--- src/sv/mips_pkg.sv ---
// MIPS integer execute unit package: payload structs, command codes, constants.
// No dependencies.
`timescale 1ns / 1ps
package mips_pkg;

  localparam int unsigned MemBytes = 65536;
  localparam int unsigned MemAw = $clog2(MemBytes);
  localparam logic [31:0] BaseReset = 32'h0040_0000;
  localparam logic [31:0] SegMask = 32'hf000_0000;
  localparam logic [31:0] SignBit = 32'h8000_0000;

  typedef enum logic [5:0] {
    OpAdd, OpAddu, OpAnd, OpDiv, OpDivu, OpJalr, OpJr, OpMfhi, OpMflo,
    OpMthi, OpMtlo, OpMult, OpMultu, OpNor, OpOr, OpSll, OpSllv,
    OpSlt, OpSltu, OpSra, OpSrav, OpSrl, OpSrlv, OpSub, OpSubu,
    OpXor, OpAddi, OpAddiu, OpAndi, OpBeq, OpBgez, OpBgtz, OpBlez,
    OpBltz, OpBne, OpLb, OpLbu, OpLh, OpLhu, OpLui, OpLw, OpOri,
    OpSb, OpSlti, OpSltiu, OpSh, OpSw, OpXori, OpLwl, OpLwr, OpSwl,
    OpSwr, OpJ, OpJal
  } op_e;

  localparam logic [1:0] FaultNone = 2'd0;
  localparam logic [1:0] FaultAddr = 2'd1;
  localparam logic [1:0] FaultDiv  = 2'd2;

  typedef struct packed {
    logic [5:0]  command;
    logic [4:0]  src_reg;
    logic [4:0]  second_reg;
    logic [4:0]  dest_reg;
    logic [4:0]  shift_amount;
    logic [15:0] immediate;
    logic [25:0] jump_target;
  } instr_t;

  typedef struct packed {
    logic [31:0] next_pc;
    logic [4:0]  written_index;
    logic [31:0] written_value;
    logic        did_write;
    logic [31:0] hi_value;
    logic [31:0] lo_value;
    logic [1:0]  fault;
  } result_t;

endpackage

--- src/sv/mips_inq.sv ---
// MIPS execute unit front: two-entry instruction queue between acceptance and execution.
// Depends on mips_pkg.
`timescale 1ns / 1ps
module mips_inq (
  input  logic            clk_i,
  input  logic            rst_ni,
  input  logic            push_i,
  input  mips_pkg::instr_t data_i,
  output logic            full_o,
  input  logic            pop_i,
  output logic            empty_o,
  output mips_pkg::instr_t data_o
);
  mips_pkg::instr_t mem_q [2];
  logic wp_q, rp_q;
  logic [1:0] cnt_q;
  logic do_push, do_pop;

  assign full_o  = cnt_q == 2'd2;
  assign empty_o = cnt_q == 2'd0;
  assign data_o  = mem_q[rp_q];
  assign do_push = push_i && !full_o;
  assign do_pop  = pop_i && !empty_o;

  always_ff @(posedge clk_i) begin
    if (do_push) mem_q[wp_q] <= data_i;
  end

  always_ff @(posedge clk_i or negedge rst_ni) begin
    if (!rst_ni) begin
      wp_q <= 1'b0;
      rp_q <= 1'b0;
      cnt_q <= 2'd0;
    end else begin
      if (do_push) wp_q <= ~wp_q;
      if (do_pop) rp_q <= ~rp_q;
      cnt_q <= cnt_q + {1'b0, do_push} - {1'b0, do_pop};
    end
  end
endmodule

--- config.mk ---
export PLATFORM = sky130hd
export DESIGN_NAME = mips_inq
export DESIGN_NICKNAME = d
export VERILOG_FILES = /design/src/sv/mips_pkg.sv /design/src/sv/mips_inq.sv
export SDC_FILE = /design/constraint.sdc
export NUM_CORES = 1
export LEC_CHECK = 0
export ABC_AREA = 1
export BUFFER_PORTS_ARGS = -buffer_cell sky130_fd_sc_hd__buf_4
export CELL_PAD_IN_SITES_DETAIL_PLACEMENT = 0
export CELL_PAD_IN_SITES_GLOBAL_PLACEMENT = 1
export CORE_ASPECT_RATIO = 1.4
export CORE_UTILIZATION = 43
export CTS_BUF_LIST = sky130_fd_sc_hd__clkbuf_4
export CTS_CLUSTER_DIAMETER = 30
export DETAILED_ROUTE_END_ITERATION = 8
export GPL_TIMING_DRIVEN = 0
export PLACE_DENSITY = 0.93
export SLEW_MARGIN = 20
export SYNTH_ARGS = -nofsm -noshare
export SYNTH_HDL_FRONTEND = slang
export SYNTH_SLANG_ARGS = --single-unit
--- constraint.sdc ---
create_clock -name clk_i -period 5.3 [get_ports clk_i]
set_clock_uncertainty 0.2 [all_clocks]
set_input_delay 0.265 -clock clk_i [delete_from_list [all_inputs] [get_ports clk_i]]
set_output_delay 0.265 -clock clk_i [all_outputs]
set_load 0.05 [all_outputs]
; Yosys cells after proc, flatten, opt, wreduce, memory -nomap -nowiden
; Memory sizes are Yosys's and may differ from the RTL's.
; Cells that the tools add are included.
[classes]
add_sub_neg = 2
eq_ne = 1
mux = 2
bitwise_logic = 2
reduce_logical = 5
[op_table]
columns = operator, n
row1 = $add 2x1->2, 1
row2 = $eq 2x2->1 const B, 1
row3 = $logic_and 1x1->1, 2
row4 = $logic_not 1->1, 2
row5 = $logic_not 2->1, 1
row6 = $mux 1, 2
row7 = $not 1->1, 2
row8 = $sub 2x1->2, 1
[totals]
register_bits = 4
mem_bits_rw = 136
inputBits = 72
out_inout_bits = 70
elab_cells = 16
mem_count = 1
[memory_table]
columns = memory, depth, width, rd, rd_ports_with_merged_regs, write_ports, line_no
row1 = mem_q, 2, 68, 1, 0, 1, mips_inq.sv:14  ; mips_pkg::instr_t mem_q [2];

; Longest topological paths before layout
; Gate-level depths: netlist of run 1.
[logic_depth]
ltp_word = 5
depth_mapped = 10
ltp_nobuf = 10

; Worst setup path before layout of run 1
; OpenSTA, ideal clock, no wires.
[synth_path]
path_type = flip-flop to flip-flop
startpoint = reg cnt_q[1]
endpoint = mem mem_q[1][0] (netlist name) (enable)
setup_time_ps = 494
arrival_time_ps = 3399
required_time_ps = 4606
setup_slack_ps = 1207
stages_incl_launch_ff = 4
path_buffers = 0
period_less_slack_ps = 4093
path_cell_list = dfrtp_1 -> nand2_1 -> nand2_1 -> nor2_1
[synth_via]
elab_chain_len = 5
[synth_lines]
columns = element, line_no
row1 = from (decl), mips_inq.sv:16  ; logic [1:0] cnt_q;
row2 = from (signal assigned), mips_inq.sv:37  ; cnt_q <= cnt_q + {1'b0, do_push} - {1'b0, do_pop};
row3 = $eq 2x2->1, mips_inq.sv:19  ; assign full_o = cnt_q == 2'd2;
row4 = $logic_not 1->1, mips_inq.sv:22  ; assign do_push = push_i && !full_o;
row5 = $logic_and 1x1->1, mips_inq.sv:22
row6 = $mux 1, mips_inq.sv:26  ; if (do_push) mem_q[wp_q] <= data_i;
row7 = $mux 1 (not written as such), mips_inq.sv:26
row8 = to (decl), mips_inq.sv:14
; No other way between the ends.

==> impl.org, run 1 <==
** Run status
- Result of the run :: completed

** Floorplan
- The die covers 12510 sq um.
- Core Footprint :: 11760 sq um
- Measured along the y axis, the die boundary spans 131.9 um.
- Initial core utilization :: 0.4409
- Total I/O pin count :: 142
- In this run the horizontal extent of the chip is 94.81 um.
- Row Count :: 47

** Route
- Total length of routed wires :: 11.26 mm
- Average routed wire per standard cell :: 14.36 um
- For this run, design rule violations remaining after detail routing come to 0.
- Before antenna repair, the detailed router went through 4 iterations.
- The first routing iteration left 110 violations.
- Via count :: 3607
- Via-per-instance ratio :: 4.601
- Antenna Violating Nets Remaining :: 0

** Global routing
- Entering global routing, the biggest net connects 40 pins.
- Overflow after GRT :: 0
- The number of global-route vias before repair is 3771.
- First-pass GRT wire length :: 17.46 mm
- GRT Resource Usage Total :: 0.1893
- The initial antenna violation count is 1.

** Placement
- Detailed placer's ending HPWL :: 7.094 mm
- Counting tap cells, the placed design contains a total of 680 instances.
- Placement Setup Slack :: 3.295 ns
- The congestion estimate from routability-driven global placement came to 0.7188.
- Input and output buffers added on the ports amount to 141.

** Logic synthesis
- Post-Syn Nets :: 463
- The synthesized netlist occupies a cell area of 5185 sq um.
- Gate Count Post-Synth :: 389
- Counting flops and latches in the post-synthesis netlist gives 140.
- Register area share after synthesis :: 0.8069
- Yosys printed 0 warnings.
- Post-synthesis average cell area :: 13.33 sq um
- The number of different library cells used by synthesis comes to 11.

** STA
- Slew at the pin with the worst max-slew slack :: 0.6907 ns
- Dividing the final minimum period by the clock period gives 0.4185.
- Shortest clock period the worst path allows after layout :: 2.218 ns
- Worst slew slack as a fraction of its limit :: 0.5384
- Across all setup checks in the final design, the least slack found is 3.082 ns.
- RSZ-0062 raised after global routing :: false
- The count of endpoints failing hold in the final timing report is 0.
- Setup violations remaining at the end of the flow were counted as 0.
- F_max :: 0.4508 GHz
- Total count of max-transition violations in the final report :: 0
- Post-Route Setup TNS :: 0 ns

** Clock tree
- Clock insertion delay at the later pin of the skew report :: 0.52 ns
- Resized Gates After CTS :: 0
- CTS H-Tree Depth :: 4
- Maximum root-to-sink buffer count :: 2
- Number of buffers inserted during clock tree synthesis :: 17
- After clock tree synthesis, the clock-pin slew on the worst setup and hold paths is 0.12 ns.
- The clock net in this run drives a total of 140 sinks.
- TritonCTS built the clock tree.
- Root buffer cell :: sky130_fd_sc_hd__clkbuf_4

** Setup path
- Together, buffers and inverters on the worst path number 4.
- Critical path data required time :: 4.84 ns
- Critical Path Sink Type :: primary output
- Data arrives at the worst endpoint at 1.75 ns.
- Startpoint Class :: flop
- CP max FO :: 10
- Cell type group with the largest total delay on the critical path :: buffers and inverters
- The largest single stage delay on the critical path is 0.38 ns.
- The setup path with the least slack is of type flop to primary output.
- Ordered list of cells on the worst path :: buf_4 > inv_4 > buf_2 > nand2_1 > nand2_1 > buf_4
- On the critical path, the stage with the largest delay is an instance of sky130_fd_sc_hd__dfrtp_1.

** Final layout
- Util after Layout :: 0.6369
- The count of cells in the finished layout, fillers not included, comes to 784.
- Share of post-route cells with drive strength above 1 :: 0.3035
- Number of inserted filler cells in the final layout :: 898
- Net count of the finished layout :: 698
- Compared with the post-synthesis result, the final layout area differs by 44.47%.

** Power and ir drop
- Total Power Consumption :: 4512 uW
- Pwr per Cell Area :: 602.3 nW/um^2
- The analysis attributes to cell leakage a power of 0.003259 uW.
- Worst voltage drop across the vdd grid :: 0.3393 mV

** Run
- Max-cap violation count :: 0

** Hold path
- The path class of the tightest hold or removal check is input pin to flop.
-- Yosys cell counts (all sizes together) --
cell type / instances / area, sq um
nand2: 217 / 814.5
nor2: 1 / 3.750
inv: 11 / 43.80
dfrtp: 4 / 100.1
edfxtp: 136 / 4084
nand3: 3 / 15.01
buf: 15 / 98.84
ha: 2 / 25.02
-- final cells by class --
class | instances | area [sq um] | share of cell area
timing repair buffer | 216 | 1847 | 0.2465
multi-input combinational | 223 | 865.8 | 0.1156
sequential | 140 | 4184 | 0.5585
clock buffer | 18 | 135.1 | 0.01804
inverter | 11 | 46.29 | 0.006180
buffer | 15 | 98.84 | 0.01320
tap | 147 | 183.9 | 0.02455
antenna | 1 | 2.502 | 0.0003341
clock inverter | 13 | 127.6 | 0.01704
-- stage by stage --
stage | instance area (sq um) | hold WS (ns)
finish | 7491 | 0.2595
global route | 7491 | 0.2168
CTS | 7488 | 0.2167
detailed placement | 6505 | -0.1348
global placement | 6427 | -0.1374
floorplan | 5185 | -0.2306
-- report_power, final --
group	internal [uW]	leakage, uW	switching [uW]
clock network	277	0.000147	366
registers	1500	0.00131	57.1
logic	643	0.00180	1660
total	2430	0.00326	2090
-- cell families after synthesis --
family	count (synthesis)	share of synthesized area
flip-flops	140	0.8070
AND/OR/NAND/NOR	221	0.1607
buffers and inverters	26	0.02751
adder cells (fa/ha/maj)	2	0.004825
-- worst paths after layout --
| path | start | end | slack (ns) | depth (start not counted) |
|---|---|---|---|---|
| setup / recovery | rp_q$_DFFE_PN0P_ | data_o[12] | 3.08 | 6 |
| hold / removal | data_i[58] | mem_q[1][58]$_DFFE_PP_ | 0.26 | 2 |
| setup reg to reg | cnt_q[0]$_DFF_PN0_ | mem_q[1][36]$_DFFE_PP_ | 3.32 | 5 |
| hold reg to reg | wp_q$_DFFE_PN0P_ | wp_q$_DFFE_PN0P_ | 0.31 | 2 |
| max in group asynchronous | rst_ni | rp_q$_DFFE_PN0P_ | 4.25 | 3 |
| min in group asynchronous | rst_ni | wp_q$_DFFE_PN0P_ | 0.46 | 3 |
-- layer usage --
| metal | part of all wire | vias up | routed length (um) | GRT usage |
|---|---|---|---|---|
| met5 | 0 | - | 0 | 0 |
| met4 | 0.027 | 0 | 303 | 0.09933 |
| met3 | 0.050 | 20 | 567 | 0.04960 |
| met2 | 0.55 | 118 | 6210 | 0.3469 |
| met1 | 0.37 | 1691 | 4176 | 0.1895 |
| li1 | - | 1778 | - | - |
-- worst register-to-register path: stages (launching register included) --
cell and delay (ns):
sky130_fd_sc_hd__dfrtp_1 0.38, sky130_fd_sc_hd__inv_1 0.06, sky130_fd_sc_hd__nand2_1 0.09, sky130_fd_sc_hd__nand2_1 0.13, sky130_fd_sc_hd__nor2_4 0.56, sky130_fd_sc_hd__buf_12 0.28
-- state kept, by name (all words and copies together) (netlist names) --
name and cells:
cnt_q 2, wp_q 1, rp_q 1, mem_q 136
-- layout by cell type, fill, tap and decap left out --
cell / count
sky130_fd_sc_hd__buf_12: 2
sky130_fd_sc_hd__inv_4: 2
sky130_fd_sc_hd__clkbuf_4: 18
sky130_fd_sc_hd__edfxtp_1: 136
sky130_fd_sc_hd__clkinv_2: 7
sky130_fd_sc_hd__nand2_1: 217
sky130_fd_sc_hd__buf_6: 3
sky130_fd_sc_hd__clkinv_4: 2
sky130_fd_sc_hd__buf_4: 143
sky130_fd_sc_hd__inv_1: 9
sky130_fd_sc_hd__diode_2: 1
sky130_fd_sc_hd__dfrtp_1: 4
sky130_fd_sc_hd__buf_2: 10
sky130_fd_sc_hd__ha_1: 2
sky130_fd_sc_hd__clkinvlp_4: 2
sky130_fd_sc_hd__dlygate4sd3_1: 72
sky130_fd_sc_hd__bufinv_16: 2
sky130_fd_sc_hd__nor2_4: 1
sky130_fd_sc_hd__buf_16: 1
sky130_fd_sc_hd__nand3_1: 3
-- what timing repair did --
action | 4_1_cts | 5_1_grt
hold buffers | 72 | 0
endpoints found under the hold margin | 142 | 0
setup buffers | 0 | 0
Note: power is estimated with default switching activity, not from simulation.
==> run 2, diff against run 1 <==
==> constraint.sdc (replaced) <==
create_clock -name clk_i -period 2.14 [get_ports clk_i]
set_clock_uncertainty 0.2 [all_clocks]
set_input_delay 0.107 -clock clk_i [delete_from_list [all_inputs] [get_ports clk_i]]
set_output_delay 0.107 -clock clk_i [all_outputs]
set_load 0.05 [all_outputs]
==> run 2 against run 1 <==
Final cell count fell by 0.13%. Flip-flop and latch count did not move. Clock power rose to 3.1 times the previous value. Largest power group unchanged. Non-clock buffer count fell by 1. First-iteration DRC count rose by 29%. Total power rose to 2.6 times the previous value. Hold slack got worse by 0.14 ns. Register-to-register slack got worse by 3.2 ns. Count of clock-buffer cells in the layout fell by 1. Sequential share of layout area fell by 0.98 points. Via count fell by 0.72%.
==> impl.org, run 2 (same netlist as run 1, synthesis figures left out) <==
** Global routing
- The number of global-route vias before repair is 3714 (-1.5%).
- Overflow after GRT :: 0 (unchanged)
- GRT Resource Usage Total :: 0.1873 (-0.002017)
- The first-pass GRT wire length came to 17.44 mm (about the same).
- The largest net degree at the start of global routing came to 33 (-18%).
- Number of antenna violations at the first check in global routing :: 0 (-1)

** Route
- Antenna Violating Nets Remaining :: 0 (unchanged)
- The initial detailed-routing violation count was 142 (+29%).
- DRC Markers :: 0 (unchanged)
- Total length of routed wires :: 11.17 mm (-0.83%)
- Via-per-instance ratio :: 4.573 (-0.59%)
- The wire length per cell after detailed routing was 14.26 um (-0.70%).
- Signal routing reaches up to met4.
- Length of the first detailed-routing pass in iterations :: 4 (unchanged)
- The routed length on met3 came to 541 um (-4.6%).
- Wire length on met1 :: 4.287 mm (+2.7%)
- The total length of routed met2 wires is 6.102 mm (-1.7%).
- Via count :: 3581 (-0.72%)

** Power and ir drop
- The switching power total was 5240 uW (+150%).
- Leakage power :: 0.003293 uW (+1.0%)
- The internal power consumption came to 6428 uW (+170%).
- Pwr per Cell Area :: 1530 nW/um^2 (+150%)
- The switching fraction of total power is 0.4491 (-0.01340).
- Worst voltage drop across the vdd grid :: 0.8381 mV (+150%)
- Sequential share of power :: 0.332 (-0.014)
- The clock network power share came to 0.170 (+0.027).
- Proportion of power drawn by combinational gates :: 0.498 (-0.013)

** Placement
- Placement Setup Slack :: 0.1787 ns (-3.116 ns)
- The number of instances in the placed design is 681 (+0.15%).
- The global placer's final weighted congestion is 0.6752 (-6.1%).
- The number of buffers added on ports was 141 (unchanged).
- The half-perimeter wire length of the detailed placement result is 7.070 mm (-0.34%).
- The cell area after placement was 6536 sq um (+0.48%).

** STA
- Total count of max-transition violations in the final report :: 0 (unchanged)
- The count of endpoints failing hold in the final timing report came to 0 (unchanged).
- The minimum setup slack in the final design came to 0.1585 ns (-2.923 ns).
- Shortest clock period the worst path allows after layout :: 1.982 ns
- The relative max-transition margin was 0.5482 (+0.009794).
- F_max :: 0.5047 GHz
- The actual transition at the worst max-transition pin came to 0.6761 ns (-0.01466 ns).
- Post-Route Setup TNS :: 0 ns (unchanged)
- Final setup violation count :: 0 (unchanged)
- The tightest hold margin was 0.1156 ns (-0.1440 ns).
- Part of the cycle the worst path needs :: 0.9259
- RSZ-0062 raised after global routing :: false

** Final layout
- The antenna diode instance count is 0 (-1).
- Layout-stage area growth over the synthesis result :: 47.06%
- The number of fill cells in the layout was 867 (-3.5%).
- The fraction of final layout cells with drive strength greater than 1 is 0.3082 (+0.004717).
- Most common library cell in the layout ignoring fill and taps :: sky130_fd_sc_hd__nand2_1
- The post-route non-filler standard cell count was 783 (-0.13%).
- The flip-flop count of the largest register after layout is 136 (unchanged).
- Registers with the most flip-flops :: mem_q: 136 flops, cnt_q: 2 flops
- Leaving out fill and tap cells, the most frequent cells in the layout are sky130_fd_sc_hd__nand2_1 (215), sky130_fd_sc_hd__buf_4 (139), sky130_fd_sc_hd__edfxtp_1 (136), sky130_fd_sc_hd__dlygate4sd3_1 (72), sky130_fd_sc_hd__clkbuf_4 (20).
- The number of nets at the end of the flow is 697 (-0.14%).
- Register bank with the most flops :: mem_q
- Final Instance Area :: 7625 sq um (+1.8%)

** Hold path
- Number of stages on the worst hold path :: 2 (unchanged)
- Hold-critical path endpoint :: mem_q[1][25]$_DFFE_PP_
- Class of the most critical hold timing path :: input pin to flop
- Hold path start :: data_i[25]

** Clock tree
- The total CTS buffers is 17 (unchanged).
- Number of buffers inserted by post-CTS setup repair :: 0 (unchanged)
- TritonCTS built the clock tree.
- The clock edge transition at the registers on the reported setup and hold paths was 0.12 ns (about the same).
- The tree is rooted in a sky130_fd_sc_hd__clkbuf_4.
- The depth of the CTS H-tree came to 4 (unchanged).
- The largest buffer count on any clock path was 2 (unchanged).
- Clock insertion delay at the later pin of the skew report :: 0.51 ns (about the same)
- Clock sink count :: 140 (unchanged)

** Floorplan
- Initial core utilization :: 0.4409 (unchanged)
- The chip height is 131.9 um (unchanged).
- The die boundary width is 94.81 um (unchanged).
- The total I/O pin count is 142 (unchanged).
- Core Footprint :: 11760 sq um (unchanged)
- The number of rows in the core area is 47 (unchanged).
- The total die area is 12510 sq um (unchanged).

** Setup path
- The required time of the worst setup path came to 1.83 ns (-3.01 ns).
- Among all stages on the critical path, the largest delay is contributed by sky130_fd_sc_hd__dfrtp_1.
- Reg-to-reg setup timing slack :: 0.17 ns (-3.15 ns)
- Arrival time reported for the critical path endpoint :: 1.67 ns (-0.08 ns)
- Kind of critical path :: flop to primary output
- Traced cell by cell, the critical path runs through buf_4 > inv_6 > clkbuf_4 > nand2_1 > nand2_1 > buf_4.
- The endpoint identified for the worst register-to-register timing path is mem_q[1][15]$_DFFE_PP_.
- Launch instance of the worst register-to-register path :: cnt_q[1]$_DFF_PN0_
- CP max FO :: 10 (unchanged)
- STA classifies the critical path startpoint as a flop.
- Critical Path Sink Type :: primary output
- Maximum single-stage delay on the critical path :: 0.37 ns (about the same)
- The cell count of the worst reg-to-reg path came to 4 (-1).

** Run status
- Result of the run :: completed

** Run
- The number of max-cap violations was 0 (unchanged).
-- run 2: power by group through the flow --
| stage | sequential, uW | combinational [uW] | clock, uW |
|---|---|---|---|
| final | 3870 | 5810 | 1980 |
| after detailed placement | 3940 | 5700 | 0 |
| after CTS | 3870 | 5830 | 2030 |
| after floorplan | 3920 | 3870 | 0 |
| after global routing | 3920 | 6170 | 2140 |
| after global placement | 3940 | 5500 | 0 |
-- run 2: what timing repair did --
action	CTS	global route
endpoints found under the hold margin	166	0
setup endpoints to repair	4	46
resized for setup	3	10
hold buffers	72	0
-- run 2: through the flow --
step,util,total power [uW]
floorplan,-,7787
global route,0.6483,12230
global placement,0.5483,9442
CTS,0.6476,11740
detailed placement,0.5557,9633
finish,0.6483,11670
-- run 2: cell type report --
class                      instances  area, sq um  share of cell area
sequential                       140         4184              0.5487
clock inverter                    15        221.5             0.02904
inverter                          11        50.05            0.006564
multi-input combinational        223        875.8              0.1149
timing repair buffer             217         1886              0.2473
buffer                            13        96.34             0.01264
tap                              147        183.9             0.02412
clock buffer                      17        127.6             0.01674
-- run 2: routing by layer --
layer / global-route usage / vias to the layer above
li1: - / 1773
met4: 0.07660 / 0
met5: 0 / -
met1: 0.1981 / 1686
met3: 0.05306 / 16
met2: 0.3401 / 106
-- run 2: worst max path at each step --
stage / start / endpoint / slack, ns / cells past startpoint
finish: rp_q$_DFFE_PN0P_ / data_o[47] / 0.16 / 6
detailed placement: cnt_q[1]$_DFF_PN0_ / mem_q[1][64]$_DFFE_PP_ / 0.18 / 4
floorplan: cnt_q[1]$_DFF_PN0_ / mem_q[1][0]$_DFFE_PP_ / -0.05 / 3
CTS: rp_q$_DFFE_PN0P_ / data_o[10] / 0.0004 / 6
global placement: cnt_q[0]$_DFF_PN0_ / mem_q[0][65]$_DFFE_PP_ / -0.55 / 4
global route: rp_q$_DFFE_PN0P_ / data_o[47] / 0.0003 / 6
-- run 2: worst max-delay path, delay by kind of cell (launching register included) --
| kind | cells | cell delay [ns] |
|---|---|---|
| simple gates | 2 | 0.15 |
| flops | 1 | 0.37 |
| buf+inv | 4 | 0.64 |
==> run 3, diff against run 2 <==
--- a/config.mk
+++ b/config.mk
@@ -5,17 +5,17 @@
 export SDC_FILE = /design/constraint.sdc
 export NUM_CORES = 1
 export LEC_CHECK = 0
-export ABC_AREA = 1
 export BUFFER_PORTS_ARGS = -buffer_cell sky130_fd_sc_hd__buf_4
 export CELL_PAD_IN_SITES_DETAIL_PLACEMENT = 0
 export CELL_PAD_IN_SITES_GLOBAL_PLACEMENT = 1
 export CORE_ASPECT_RATIO = 1.4
-export CORE_UTILIZATION = 43
+export CORE_UTILIZATION = 45
 export CTS_BUF_LIST = sky130_fd_sc_hd__clkbuf_4
 export CTS_CLUSTER_DIAMETER = 30
 export DETAILED_ROUTE_END_ITERATION = 8
+export GPL_ROUTABILITY_DRIVEN = 1
 export GPL_TIMING_DRIVEN = 0
-export PLACE_DENSITY = 0.93
+export PLACE_DENSITY = 0.92
 export SLEW_MARGIN = 20
 export SYNTH_ARGS = -nofsm -noshare
 export SYNTH_HDL_FRONTEND = slang
==> run 3 against run 2 <==
Sequential share of layout area about the same. Total power down 5.6%. Count of clock-buffer cells in the layout unchanged. Via count shrank 17%. Global-route usage is 0.12 points lower. Worst setup slack got worse by 0.086 ns.
==> impl.org, run 3 <==
** Clock tree
- The clock latency of the later-clocked register in the worst-skew pair was 0.51 ns (about the same).
- Number of buffers inserted during clock tree synthesis :: 17 (unchanged)
- The TritonCTS sink count came to 140 (unchanged).
- CTS placed an instance of sky130_fd_sc_hd__clkbuf_4 at the clock tree root.
- Clk pin slew, worst setup/hold paths :: 0.12 ns (about the same)
- The depth of the CTS H-tree came to 4 (unchanged).
- TritonCTS built the clock tree.
- The largest buffer count on any clock path is 2 (unchanged).

** Final layout
- Share of post-route cells with drive strength above 1 :: 0.5250 (+0.2168)
- Registers with the most flip-flops :: mem_q: 136 flops, cnt_q: 2 flops
- mem_q holds more flip-flops than any other register.
- Relative to the synthesized area, the layout overhead comes to 48.03%.
- In the layout the commonest cells are sky130_fd_sc_hd__edfxtp_1 (136), sky130_fd_sc_hd__buf_4 (129), sky130_fd_sc_hd__dlygate4sd3_1 (72), sky130_fd_sc_hd__mux2_2 (58), sky130_fd_sc_hd__buf_6 (20).
- Leaving out fill and tap cells, the most frequent cell in the layout is sky130_fd_sc_hd__edfxtp_1.
- The number of nets at the end of the flow was 542 (-22%).
- The flip-flop count of the largest register after layout came to 136 (unchanged).

** Global routing
- The number of global-route vias before repair was 3263 (-12%).
- Global routing met2 resource utilization :: 0.3407 (+0.0006128)
- The global-route usage over all layers is 0.1862 (-0.001164).
- Overflow after GRT :: 0 (unchanged)
- The met3 usage is 0.05083 (-0.002229).
- First-pass GRT wire length :: 16.12 mm (-7.6%)
- The largest net degree at the start of global routing is 48 (+45%).
- Number of antenna violations at the first check in global routing :: 1 (+1)
- The met1 usage in global routing was 0.1981 (about the same).
- Most utilized layer in the global route result :: met2

** Setup path
- Register-to-Register Path Depth :: 7 (+3)
- In this design, the critical path's most frequently occurring cell is sky130_fd_sc_hd__buf_4.
- The slowest stage of the critical path belongs to the cell sky130_fd_sc_hd__dfrtp_1.
- Reg-to-reg setup timing slack :: 0.25 ns (+0.08 ns)
- The endpoint identified for the worst register-to-register timing path is cnt_q[1]$_DFF_PN0_.
- Critical path data required time :: 1.83 ns (about the same)
- The cell family contributing the most delay on the critical path is buffers and inverters.
- The buffering stage count on the worst path with inverters included came to 3 (-1).
- The worst endpoint data arrival time is 1.76 ns (+0.09 ns).
- Critical Path Sink Type :: primary output
- Maximum single-stage delay on the critical path :: 0.36 ns (about the same)
- CP max FO :: 10 (unchanged)
- The worst setup path is launched from a flop.
- The startpoint identified for the worst register-to-register timing path is cnt_q[0]$_DFF_PN0_.
- The critical path is of the flop to primary output type.
- Ordered list of cells on the worst path :: buf_6 > buf_4 > mux2_2 > buf_4

** Floorplan
- Total I/O pin count :: 142 (unchanged)
- Row Count :: 45 (-4.3%)
- The total die area is 11880 sq um (-5.0%).
- Die H :: 128.5 um (-2.6%)
- Die Wd :: 92.39 um (-2.5%)
- Core Footprint :: 10980 sq um (-6.6%)
- Initial core utilization :: 0.4688 (+0.02798)

** Power and ir drop
- Pwr per Cell Area :: 1446 nW/um^2 (-5.5%)
- The total power consumption of the routed design is 11020 uW (-5.6%).
- The static power due to leakage came to 0.002930 uW (-11%).
- The worst vdd rail ir drop came to 1.135 mV (+35%).

** Logic synthesis
- The count of yosys warnings during synthesis was 0 (unchanged).
- Number of different library cells in the post-synthesis netlist :: 16 (+5)
- In the synthesized netlist the dominant register cell turns out to be sky130_fd_sc_hd__edfxtp_1.
- Most numerous cell types in the synthesized netlist :: sky130_fd_sc_hd__edfxtp_1 (136), sky130_fd_sc_hd__mux2_2 (58), sky130_fd_sc_hd__mux2_4 (10)
- The share of flip-flops with an asynchronous set or reset was 0.02857 (unchanged).
- Post-Syn Nets :: 304 (-34%)
- Cell type contributing the most total cell area after synthesis :: sky130_fd_sc_hd__edfxtp_1
- Post-Synthesis Cell Area :: 5147 sq um (-0.72%)
- The share of the synthesized area in the top cell type is 0.7934 (+0.005744).
- By area the synthesized netlist is led by sky130_fd_sc_hd__edfxtp_1 (79%), sky130_fd_sc_hd__mux2_2 (13%), sky130_fd_sc_hd__mux2_4 (2.9%).
- The synthesized area divided by synthesized cell count is 22.38 sq um (+68%).
- Most repeated cell in the gate-level netlist after synthesis :: sky130_fd_sc_hd__edfxtp_1
- The fraction of the yosys area taken by sequential cells was 0.8128 (+0.005884).
- The count of flip-flops with a built-in enable after synthesis was 136 (unchanged).
- The flip-flop and latch count after synthesis came to 140 (unchanged).
- The number of instances in the synthesized netlist is 230 (-41%).

** Hold path
- Class of the most critical hold timing path :: input pin to flop
- Hold-critical path endpoint :: mem_q[0][38]$_DFFE_PP_
- In this run the most critical hold path is launched from data_i[38].
- The number of cells on the worst hold path came to 2 (unchanged).

** STA
- Slew at the pin with the worst max-slew slack :: 0.3461 ns (-0.3299 ns)
- The count of final max-slew check failures was 0 (unchanged).
- The count of endpoints failing hold in the final timing report is 0 (unchanged).
- The final-report setup violation count came to 0 (unchanged).
- F_max :: 0.4836 GHz (-4.2%)
- Worst slew slack as a fraction of its limit :: 0.7693 (+0.2210)
- Part of the cycle the worst path needs :: 0.9663 (+0.04039)
- Post-Route Setup TNS :: 0 ns (unchanged)
- The post-layout minimum cycle time came to 2.068 ns (+0.08643 ns).
- The minimum setup slack in the final design is 0.07206 ns (-0.08643 ns).
- RSZ-0062 raised after global routing :: true

** Run status
- Result of the run :: completed

** Placement
- Detailed placer's ending HPWL :: 6.433 mm (-9.0%)
- Input/output buffers :: 141 (unchanged)
- Final weighted congestion in routability-driven placement :: 0.6998 (+3.6%)
- The worst setup slack before clock tree synthesis was -0.03848 ns (-0.2172 ns).

** Route
- The number of iterations in the first detailed-routing pass was 4 (unchanged).
- The final routed wirelength across all metal layers was 10.51 mm (-5.9%).
- The vias after detailed routing is 2978 (-17%).
- The wire length per cell after detailed routing is 16.89 um (+18%).
- DRC Markers :: 0 (unchanged)
- Via-per-instance ratio :: 4.788 (+4.7%)
- Antenna Violating Nets Remaining :: 0 (unchanged)
- The initial detailed-routing violation count was 131 (-7.7%).

** Run
- Max-cap violation count :: 0 (unchanged)
-- run 3: changes by cell type after synthesis, moves of 2 or more --
cell                      delta
sky130_fd_sc_hd__mux2_4     +10
sky130_fd_sc_hd__mux2_2     +58
sky130_fd_sc_hd__nand2_1   -216
sky130_fd_sc_hd__buf_4       -2
sky130_fd_sc_hd__buf_2       -5
sky130_fd_sc_hd__nand3_1     -3
sky130_fd_sc_hd__xnor2_1     +3
sky130_fd_sc_hd__inv_1       -8
-- run 3: worst max-delay path by stage --
stage	from	end	slack (ns)	depth (start not counted)
4_1_cts	rp_q$_DFFE_PN0P_	data_o[59]	-0.06	4
2_1_floorplan	cnt_q[1]$_DFF_PN0_	mem_q[0][0]$_DFFE_PP_	-0.11	3
3_5_place_dp	cnt_q[0]$_DFF_PN0_	mem_q[0][17]$_DFFE_PP_	-0.04	5
3_3_place_gp	cnt_q[0]$_DFF_PN0_	mem_q[0][53]$_DFFE_PP_	-0.68	3
6_report	rp_q$_DFFE_PN0P_	data_o[17]	0.07	4
5_1_grt	rp_q$_DFFE_PN0P_	data_o[17]	-0.06	4
-- run 3: logic make-up (layout without fill, tap and decap cells) --
| group | count (synthesis) | in the layout | synth area share |
|---|---|---|---|
| xor+xnor | 4 | 4 | 0.006807 |
| fa+ha+maj | 2 | 2 | 0.004861 |
| buf+inv | 10 | 260 | 0.01361 |
| flops | 140 | 140 | 0.8128 |
| mux | 68 | 68 | 0.1561 |
| other cells | 0 | 1 | 0 |
| simple gates | 6 | 6 | 0.005836 |
-- run 3: metrics by stage --
step / cell area, sq um / util / hold WS [ns] / std cells
after global placement: 6396 / 0.5826 / -0.2939 / 512
after floorplan: 5161 / - / -0.3886 / 230
final: 7620 / 0.6940 / 0.1161 / 622
after global routing: 7620 / 0.6940 / 0.06254 / 622
after detailed placement: 6510 / 0.5929 / -0.2926 / 516
after CTS: 7575 / 0.6899 / 0.06680 / 622
-- run 3: layout make-up --
| class | count | area [sq um] |
|---|---|---|
| diodes | 1 | 2.502 |
| plain buffers | 7 | 72.57 |
| clock buffers | 17 | 127.6 |
| clock inverters | 14 | 151.4 |
| fillers | 679 | 3359 |
| inverters | 2 | 7.507 |
| multi-input cells | 80 | 910.9 |
| flip-flops and latches | 140 | 4184 |
| well taps | 141 | 176.4 |
| repair buffers | 220 | 1987 |
-- run 3: timing repair --
| item | CTS | global route |
|---|---|---|
| buffers inserted | 3 | 0 |
| hold buffers | 72 | 0 |
| pin swaps | 1 | 0 |
| endpoints found under the hold margin | 176 | 0 |
| resized for setup | 11 | 23 |
| setup endpoints to repair | 76 | 59 |
-- run 3: worst reg2reg max path, delay by kind of cell, from the launching register on --
kind | cells | cell delay [ns]
buffers and inverters | 1 | 0.04
DFF | 1 | 0.41
adders and majority gates | 2 | 0.50
and+or+nand+nor | 2 | 0.34
xor gates and xnor gates | 2 | 0.32
-- run 3: layer usage --
layer,up-vias,share of wire
li1,1384,-
met2,111,0.57
met1,1466,0.36
met3,17,0.043
met5,-,0
met4,0,0.023
-- run 3: report_power, final --
part	switching [uW]	internal (uW)	total [uW]
logic	3390	2030	5420
clock network	899	788	1690
registers	166	3740	3900
